**src/design/itba_pkg.sv**
```systemverilog
`timescale 1ns / 1ps
// ----------------------------------------------------------------------------
// itba_pkg - shared types and constants for the integer-to-text formatter
// Widths, radix limits, ASCII codes, sequencer states and the digit encoder.
// ----------------------------------------------------------------------------
package itba_pkg;

    localparam int VALUE_WIDTH = 32;
    localparam int RADIX_W     = 6;
    localparam int CHAR_W      = 7;
    localparam int CNT_W       = $clog2(VALUE_WIDTH + 1);
    localparam int IDX_W       = $clog2(VALUE_WIDTH);

    localparam logic [RADIX_W-1:0] RADIX_MIN   = RADIX_W'(2);
    localparam logic [RADIX_W-1:0] RADIX_MAX   = RADIX_W'(36);
    localparam logic [RADIX_W-1:0] RADIX_RESET = RADIX_W'(10);
    localparam logic [RADIX_W-1:0] DEC_DIGITS  = RADIX_W'(10);

    localparam logic [CHAR_W-1:0] MINUS_CODE = 7'h2D;
    localparam logic [CHAR_W-1:0] ASCII_ZERO = 7'h30;
    localparam logic [CHAR_W-1:0] ASCII_A    = 7'h41;

    typedef enum logic [1:0] {
        ST_IDLE,
        ST_DIVIDE,
        ST_EMIT
    } state_t;

    typedef struct packed {
        logic done;
        logic quo_zero;
    } div_stat_t;

    function automatic logic [CHAR_W-1:0] digit_char(input logic [RADIX_W-1:0] d);
        logic [CHAR_W-1:0] r;
        if (d < DEC_DIGITS)
        begin
            r = ASCII_ZERO + CHAR_W'(d);
        end
        else
        begin
            r = ASCII_A + CHAR_W'(d - DEC_DIGITS);
        end
        return r;
    endfunction

endpackage

```
**src/design/itba_div.sv**
```systemverilog
`timescale 1ns / 1ps
// ----------------------------------------------------------------------------
// itba_div - bit-serial restoring divider by the radix
// One quotient bit per cycle; quotient and remainder hold until next start.
// ----------------------------------------------------------------------------
module itba_div (
    input  logic                                clk,
    input  logic                                rst_n,
    input  logic                                start,
    input  logic [itba_pkg::VALUE_WIDTH-1:0]    dividend,
    input  logic [itba_pkg::RADIX_W-1:0]        radix,
    output logic [itba_pkg::VALUE_WIDTH-1:0]    quotient,
    output logic [itba_pkg::RADIX_W-1:0]        remainder,
    output itba_pkg::div_stat_t                 stat
);
    import itba_pkg::*;

    localparam logic [IDX_W-1:0] BIT_LAST = IDX_W'(VALUE_WIDTH - 1);

    logic [VALUE_WIDTH-1:0] quo_reg;
    logic [RADIX_W-1:0]     rem_reg;
    logic [IDX_W-1:0]       bit_cnt_reg;
    logic                   busy_reg;
    logic                   done_reg;

    logic [RADIX_W:0]       rem_sh;
    logic [RADIX_W:0]       rem_sub;
    logic                   ge;
    logic [VALUE_WIDTH-1:0] quo_next;
    logic [RADIX_W-1:0]     rem_next;

    always_comb
    begin
        rem_sh   = {rem_reg, quo_reg[VALUE_WIDTH-1]};
        rem_sub  = rem_sh - {1'b0, radix};
        ge       = (rem_sh >= {1'b0, radix});
        rem_next = ge ? rem_sub[RADIX_W-1:0] : rem_sh[RADIX_W-1:0];
        quo_next = {quo_reg[VALUE_WIDTH-2:0], ge};
    end

    always_ff @(posedge clk or negedge rst_n)
    begin
        if (!rst_n)
        begin
            busy_reg    <= 1'b0;
            done_reg    <= 1'b0;
            bit_cnt_reg <= '0;
        end
        else if (start)
        begin
            busy_reg    <= 1'b1;
            done_reg    <= 1'b0;
            bit_cnt_reg <= '0;
        end
        else if (busy_reg)
        begin
            bit_cnt_reg <= bit_cnt_reg + 1'b1;
            if (bit_cnt_reg == BIT_LAST)
            begin
                busy_reg <= 1'b0;
                done_reg <= 1'b1;
            end
        end
    end

    always_ff @(posedge clk)
    begin
        if (start)
        begin
            quo_reg <= dividend;
            rem_reg <= '0;
        end
        else if (busy_reg)
        begin
            quo_reg <= quo_next;
            rem_reg <= rem_next;
        end
    end

    assign quotient      = quo_reg;
    assign remainder     = rem_reg;
    assign stat.done     = done_reg;
    assign stat.quo_zero = (quo_reg == '0);

endmodule

```
**src/design/integer_to_base_ascii.sv**
```systemverilog
`timescale 1ns / 1ps
// ----------------------------------------------------------------------------
// integer_to_base_ascii - signed integer to ASCII text in base 2 to 36
// Sequencer, digit stack, radix register and character output word.
// ----------------------------------------------------------------------------
// One signed VALUE_WIDTH-bit value is taken while the block is idle and comes
// out as ASCII words, most significant first, '-' leading for negatives, with
// last_char set on the final word. Digits come from one shared bit-serial
// divider, one division per digit; the block divides out all digits of a
// number first and then sends its characters, waiting while the output stalls,
// and it takes no new value until the last character has been loaded.
// in_stall is high from acceptance until the last word sits in the output
// register. The radix register resets to 10; writes outside 2..36 are ignored.
// cfg_ready is high only while the block is idle and no value is offered, so
// the radix never changes under a number in progress.
// ----------------------------------------------------------------------------
module integer_to_base_ascii (
    input  logic                                    clk,
    input  logic                                    rst_n,
    input  logic                                    cfg_valid,
    output logic                                    cfg_ready,
    input  logic [itba_pkg::RADIX_W-1:0]            cfg_data,
    input  logic                                    in_valid,
    output logic                                    in_stall,
    input  logic signed [itba_pkg::VALUE_WIDTH-1:0] value,
    output logic                                    out_valid,
    input  logic                                    out_stall,
    output logic [itba_pkg::CHAR_W-1:0]             char_code,
    output logic                                    last_char
);
    import itba_pkg::*;

    state_t                 state_reg, state_next;
    logic [RADIX_W-1:0]     radix_reg;
    logic                   minus_pend_reg;
    logic [CNT_W-1:0]       cnt_reg;
    logic [RADIX_W-1:0]     digit_mem [VALUE_WIDTH];
    logic                   out_valid_reg;
    logic [CHAR_W-1:0]      char_reg;
    logic                   last_reg;

    logic [VALUE_WIDTH-1:0] value_u;
    logic                   neg;
    logic [VALUE_WIDTH-1:0] mag_in;
    logic                   accept;
    logic                   div_start;
    logic [VALUE_WIDTH-1:0] dividend;
    logic                   dig_we;
    logic                   out_load;
    logic [IDX_W-1:0]       rd_idx;
    logic [CHAR_W-1:0]      char_sel;
    logic                   last_sel;

    logic [VALUE_WIDTH-1:0] quotient;
    logic [RADIX_W-1:0]     remainder;
    div_stat_t              div_stat;

    assign value_u = value;
    assign neg     = value_u[VALUE_WIDTH-1];
    assign mag_in  = neg ? VALUE_WIDTH'(~value_u + 1'b1) : value_u;
    assign rd_idx  = IDX_W'(cnt_reg - 1'b1);

    itba_div u_div (
        .clk       (clk),
        .rst_n     (rst_n),
        .start     (div_start),
        .dividend  (dividend),
        .radix     (radix_reg),
        .quotient  (quotient),
        .remainder (remainder),
        .stat      (div_stat)
    );

    // next state
    always_comb
    begin
        state_next = state_reg;
        unique case (state_reg)
            ST_IDLE:
            begin
                if (in_valid)
                begin
                    state_next = ST_DIVIDE;
                end
            end
            ST_DIVIDE:
            begin
                if (div_stat.done && div_stat.quo_zero)
                begin
                    state_next = ST_EMIT;
                end
            end
            ST_EMIT:
            begin
                if (out_load && !minus_pend_reg && (cnt_reg == CNT_W'(1)))
                begin
                    state_next = ST_IDLE;
                end
            end
            default:
            begin
                state_next = ST_IDLE;
            end
        endcase
    end

    // sequencer outputs
    always_comb
    begin
        in_stall  = 1'b1;
        accept    = 1'b0;
        div_start = 1'b0;
        dividend  = quotient;
        dig_we    = 1'b0;
        out_load  = 1'b0;
        unique case (state_reg)
            ST_IDLE:
            begin
                in_stall  = 1'b0;
                accept    = in_valid;
                div_start = in_valid;
                dividend  = mag_in;
            end
            ST_DIVIDE:
            begin
                dig_we    = div_stat.done;
                div_start = div_stat.done && !div_stat.quo_zero;
            end
            ST_EMIT:
            begin
                out_load = !out_valid_reg || !out_stall;
            end
            default:
            begin
                in_stall = 1'b1;
            end
        endcase
    end

    always_comb
    begin
        if (minus_pend_reg)
        begin
            char_sel = MINUS_CODE;
            last_sel = 1'b0;
        end
        else
        begin
            char_sel = digit_char(digit_mem[rd_idx]);
            last_sel = (cnt_reg == CNT_W'(1));
        end
    end

    always_ff @(posedge clk or negedge rst_n)
    begin
        if (!rst_n)
        begin
            state_reg      <= ST_IDLE;
            radix_reg      <= RADIX_RESET;
            minus_pend_reg <= 1'b0;
            cnt_reg        <= '0;
            out_valid_reg  <= 1'b0;
        end
        else
        begin
            state_reg <= state_next;
            if (cfg_valid && cfg_ready && (cfg_data >= RADIX_MIN) && (cfg_data <= RADIX_MAX))
            begin
                radix_reg <= cfg_data;
            end
            if (accept)
            begin
                minus_pend_reg <= neg;
                cnt_reg        <= '0;
            end
            else if (dig_we)
            begin
                cnt_reg <= cnt_reg + 1'b1;
            end
            else if (out_load)
            begin
                if (minus_pend_reg)
                begin
                    minus_pend_reg <= 1'b0;
                end
                else
                begin
                    cnt_reg <= cnt_reg - 1'b1;
                end
            end
            if (out_load)
            begin
                out_valid_reg <= 1'b1;
            end
            else if (!out_stall)
            begin
                out_valid_reg <= 1'b0;
            end
        end
    end

    always_ff @(posedge clk)
    begin
        if (dig_we)
        begin
            digit_mem[cnt_reg[IDX_W-1:0]] <= remainder;
        end
        if (out_load)
        begin
            char_reg <= char_sel;
            last_reg <= last_sel;
        end
    end

    assign cfg_ready = (state_reg == ST_IDLE) && !in_valid;
    assign out_valid = out_valid_reg;
    assign char_code = char_reg;
    assign last_char = last_reg;

endmodule
```
**config.mk**
```make
export PLATFORM = sky130hd
export DESIGN_NAME = integer_to_base_ascii
export DESIGN_NICKNAME = d
export VERILOG_FILES = /design/src/design/itba_pkg.sv /design/src/design/itba_div.sv /design/src/design/integer_to_base_ascii.sv
export SDC_FILE = /design/constraint.sdc
export NUM_CORES = 1
export LEC_CHECK = 0
export ABC_AREA = 1
export BUFFER_PORTS_ARGS = -buffer_cell sky130_fd_sc_hd__buf_2
export CAP_MARGIN = 20
export CORE_MARGIN = 2
export CORE_UTILIZATION = 50
export DETAILED_ROUTE_END_ITERATION = 7
export GPL_TIMING_DRIVEN = 1
export PLACE_DENSITY = 0.73
export SLEW_MARGIN = 20
export SYNTH_ARGS = -nofsm -noshare
export SYNTH_HDL_FRONTEND = slang
export SYNTH_SLANG_ARGS = --single-unit
```
**constraint.sdc**
```tcl
create_clock -name clk -period 5.4 [get_ports clk]
set_input_delay 0.54 -clock clk [delete_from_list [all_inputs] [get_ports clk]]
set_output_delay 0.54 -clock clk [all_outputs]
set_load 0.05 [all_outputs]
```
# == Word-level counts from Yosys, hierarchy flattened ==
# Memories as Yosys holds them, arrays and structs flattened.
# Index checks and enable logic that the tools add are counted.
# Widths: inputs -> output; s select.
# op_classes
bitwise_logic,1
muxes,34
n_eq_ne,11
n_mul,0
n_shift,0
n_reduce_logical,25
magnitude_cmp,4
n_addsub,8
div_mod_pow,0
# ops
cell,count
$mux 32,4
$add 32x1->32 const B,1
$logic_not 32->1,1
$not 32->32,1
$mux 6,5
$mux 1,17
$mux 5,2
$logic_and 1x1->1,8
$ne 2x2->1 const B,4
$reduce_and 2->1,4
$add 6x6->7 const A,1
$add 7x7->7 const A,1
$ge 7x6->1,1
$mux 7,1
$sub 6x4->7 const B,1
$add 6x1->6 const B,1
$eq 6x1->1 const B,1
$ge 6x2->1 const B,1
$le 6x6->1 const B,1
$lt 6x4->1 const B,1
$mux 2,3
$pmux 2 s3,1
$reduce_bool 2->1,3
$sub 6x1->6 const B,1
other kinds (13),18
# totals
mem_count,1
mem_bits_ro,0
mem_bits_rw,192
in_bits,43
latch_bits,0
ff_bits,69
wordCells,96
# memory_table
name,depth,width,rd,rd_ports_with_merged_regs,write_ports,line_no,source
digit_mem,32,6,1,0,1,integer_to_base_ascii.sv:37,logic [RADIX_W-1:0] digit_mem [VALUE_WIDTH];

# == Logic depth before layout (Yosys ltp) ==
# logic_depth
word_depth,7
mapped_depth,27
mapped_depth_nobuf,21

# == Cells and area by module ==
# A second synthesis with hierarchy kept.
# unflattened
cells_unflattened,1366
area_unflattened_um2,12874.8
# by_module_without_submodules
mod,area_per_inst_um2,seq_area_each_um2,cells_per_inst,instances
integer_to_base_ascii,10490.1,6408.6,1088,1
itba_div,2384.8,1256.2,278,1

# == Worst setup path before layout ==
# Ideal clock, no wire load.
# synth_path
path_kind,reg2reg
from,register state_reg[1]
to,"register u_div.quo_reg[0] (netlist: u_div.quotient[0]), enable pin"
t_arrival_ns,3.757
stages_incl_launch_ff,9
path_buffers,0
path_slack_ns,1.178
setup_ns,0.466
required_time_ns,4.934
cell_sequence,dfrtp_1 > nor2_1 > inv_1 > nor2_1 > inv_1 > nand2_1 > nand2_2 > clkinv_1 > o21ai_0
# synth_via
elab_chain_cells,4
elab_cells_between_ends,6
# synth_rtl
item,line_no,source
"start, declared",integer_to_base_ascii.sv:33,"state_t state_reg, state_next;"
"start signal, assigned",integer_to_base_ascii.sv:166,state_reg <= state_next;
$eq 2x1->1 or $logic_not 2->1 (tied branches),integer_to_base_ascii.sv:116,unique case (state_reg)
$pmux 1 s2,integer_to_base_ascii.sv:116,
$ne 2x1->1 (no line) or $reduce_bool 2->1 (tied branches),n/a,
$reduce_and 2->1 (no line) *,n/a,
"end signal, assigned",itba_div.sv:70,quo_reg <= dividend;
"end signal, assigned",itba_div.sv:75,quo_reg <= quo_next;
"end, declared",itba_div.sv:20,logic [VALUE_WIDTH-1:0] quo_reg;
# Every way passes the cells marked *; elsewhere a longest branch is shown, timed or not.
# A chain may end at the register's enable or synchronous reset.

# == Final worst setup path ==
# layout_path
from,register u_div.quo_reg[31] (netlist: u_div.quotient[31])
to,"register u_div.quo_reg[8] (netlist: u_div.quotient[8]), enable pin"
# layout_via
elab_chain_cells,6
elab_cells_between_ends,7
# layout_rtl
item,line_no,source
$logic_not 32->1 *,itba_div.sv:83,assign stat.quo_zero = (quo_reg == '0);
$logic_not 1->1 *,integer_to_base_ascii.sv:127,div_start = div_stat.done && !div_stat.quo_zero;
$logic_and 1x1->1 *,integer_to_base_ascii.sv:127,
$pmux 1 s2 *,integer_to_base_ascii.sv:116,
$ne 2x1->1 (no line) or $reduce_bool 2->1 (tied branches),n/a,
$reduce_and 2->1 (no line) *,n/a,
# Marks and branches as above.

==> metrics.cfg <==
[synthesis]
avgSynthCellArea_um2=9.94
seq_area_frac_synth_pct=62.0
synthCells=1243
yosys_warnings=0
synth-edff-count=232
synth_seq_cells=261
ys.flop_type=edfxtp_1
synth_nets=1303
synth.distinct_cells=44
synthesis.area_um2=12400
async_flop_share_pct=8.81

[die]
io_pins=54
die_w_um=161
die_h_um=161
dieArea_um2=26000
initial_core_util_pct=50.8
rows=57
core_um2=24300

[cells_and_area]
diodes=0
largest_reg_flops=192
syn_to_final_growth_pct=9.90
layout_common_cells=345 x nand2_1, 232 x edfxtp_1, 160 x nand3_1
multi_input_area_um2=4010
layout_commonest_cell=nand2_1
regArea_um2=7670
design_area_um2=13600
fin_nets=1342
drive_gt1_share_pct=9.86
fillers=2046

[placed_design]
pre_cts_ws_ps=1590
gp_congestion=0.833
dp_hpwl_um=17300
portBuffers=53
place_area_um2=12800

[critical_path]
cp_max_fo=64
crit_arrival_ps=3990
critPathSlowestCell=clkinv_1
cp-end-kind=flip-flop
r2r-start=u_div.quotient[31]$_DFFE_PP_
crit_buf_inv=2
cp-startpoint=u_div.quotient[31]$_DFFE_PP_
crit_path_start_kind=flip-flop
crit_path_max_incr_delay_ps=740
critPathRequiredTime_ps=5580
path_cells=nor4_1, nand4_1, nor2_1, nand2_1, nand2_2, clkinv_1, o21ai_2, buf_4
crit_type=flip-flop to flip-flop
crit_family=simple AND/OR/NAND/NOR gates
reg2reg_slack_ps=1590

[cts]
cts_htree_levels=1
post_cts.repair.setup_buffers=0
cts_tree=yes
cts.sinks=261
postCtsHoldBufs=1
clk_path_buf_depth=3
clk_pin_slew_ps=60
cts_buffers=26
cts-root-buf=clkbuf_16
clk_latency_ps=520
ctsResizeCount=0

[job]
drv_cap=0

[pwr]
p_total_uw=8770
ir_drop_uv=466
cellPowerDensity_nw_per_um2=646
p_leak_uw=0.00540

[drt]
via_per_inst=5.46
drtIter0Drc=798
first_pass_iters=5
drc=0
wire_per_inst_um=16.9
route.vias.total=8855
routed_wl_um=27400
ant_nets=0

[timing]
clock.fmax_ghz=0.263
finalHoldWorstSlack_ps=254
worst_clock_skew_ps=8.03
final-max-slew-violation-count=0
hold_violations=0
worst_slack_ps=1590
timing.final.crit_share_pct=70.5
tns_ps=0
setup_viol=0
period_minus_slack_ps=3810
tightest_slew_ps=1110
slew_headroom_pct=25.9
rsz0062_at_grt=false

[worst_hold_path]
hold_start=cfg_data[3]
hold_path.class=primary input to flip-flop

[global_routing]
grt_pass1_wl_um=43600
grt_overflow_total=0
antenna_found_initial=0
grt_pass1_vias=8428
gr-usage-all-layers_pct=21.1
grt_max_degree=102

[status]
outcome=finished clean

metrics by stage:
step | cells | util (%)
after global routing | 1622 | 55.9
after floorplan | 1243 | -
after CTS | 1622 | 55.9
final | 1622 | 55.9
after detailed placement | 1577 | 52.5
after global placement | 1577 | 52.5
synth_stat cells (2+ instances only):
cell type,count,area [um2]
a21o_1,2,15.0
a21oi_1,22,110
a21oi_2,2,17.5
a31oi_1,2,12.5
buf_2,15,75.1
buf_4,10,75.1
buf_6,12,135
clkbuf_1,17,63.8
dfrtp_1,21,526
dfstp_2,2,52.6
dfxtp_1,6,120
edfxtp_1,232,6970
ha_1,16,200
inv_1,83,312
inv_2,7,26.3
nand2_1,345,1290
nand2_2,6,37.5
nand3_1,160,801
nand3b_1,2,15.0
nand4_1,8,50.1
nor2_1,106,398
nor2_2,2,12.5
nor3_1,13,65.1
nor4_1,9,56.3
o211ai_1,11,82.6
o21ai_0,76,380
o21ai_1,8,40.0
o31ai_1,2,15.0
or2_2,2,12.5
xnor2_1,13,114
xor2_1,18,158
cell families (layout without fill, tap and decap cells):
logic type | count (synthesis) | after routing | synth area share, %
simple gates | 657 | 657 | 22.5
fa+ha+maj | 17 | 17 | 1.78
flops | 261 | 261 | 62.0
xor+xnor | 31 | 31 | 2.20
compound gates | 131 | 131 | 5.89
buf+inv | 146 | 201 | 5.62
metal layers:
metal  global-route usage [%]  vias up  routed length [um]
li1                         -     4317                   -
met1                     28.1     4216               11500
met2                     36.2      269               13500
met3                     2.62       53                1620
met4                     7.06        0                 736
met5                        0        -                   0
area by class of cell:
cell class	instances	area share (%)
repair buffers	66	2.69
well taps	324	2.98
clock buffers	31	5.08
inverters	91	2.51
flip-flops and latches	261	56.4
clock inverters	13	0.783
multi-input cells	836	29.5
worst reg2reg max path, stage by stage, from the launching register on:
cell,delay [ps]
edfxtp_1,420
nor4_1,400
nand4_1,140
nor2_1,230
nand2_1,100
nand2_2,720
clkinv_1,750
o21ai_2,300
buf_4,400
power breakdown:
part / switching, uW / leakage, uW / internal (uW)
Clock: 710 / 0.000392 / 995
Combinational: 2840 / 0.00252 / 1220
Sequential: 203 / 0.00248 / 2810
Total: 3750 / 0.00540 / 5020
path summary, 6_finish.rpt:
| check | depth (start not counted) | to |
|---|---|---|
| setup / recovery | 8 | u_div.quotient[8]$_DFFE_PP_ |
| hold / removal | 3 | radix_reg[3]$_DFFE_PN1P_ |
| setup reg to reg | 8 | u_div.quotient[8]$_DFFE_PP_ |
| hold reg to reg | 2 | radix_reg[2]$_DFFE_PN0P_ |
| max in group asynchronous | 2 | cnt_reg[0]$_DFFE_PN0P_ |
| min in group asynchronous | 2 | radix_reg[4]$_DFFE_PN0P_ |
(Power assumes the default switching activity.)
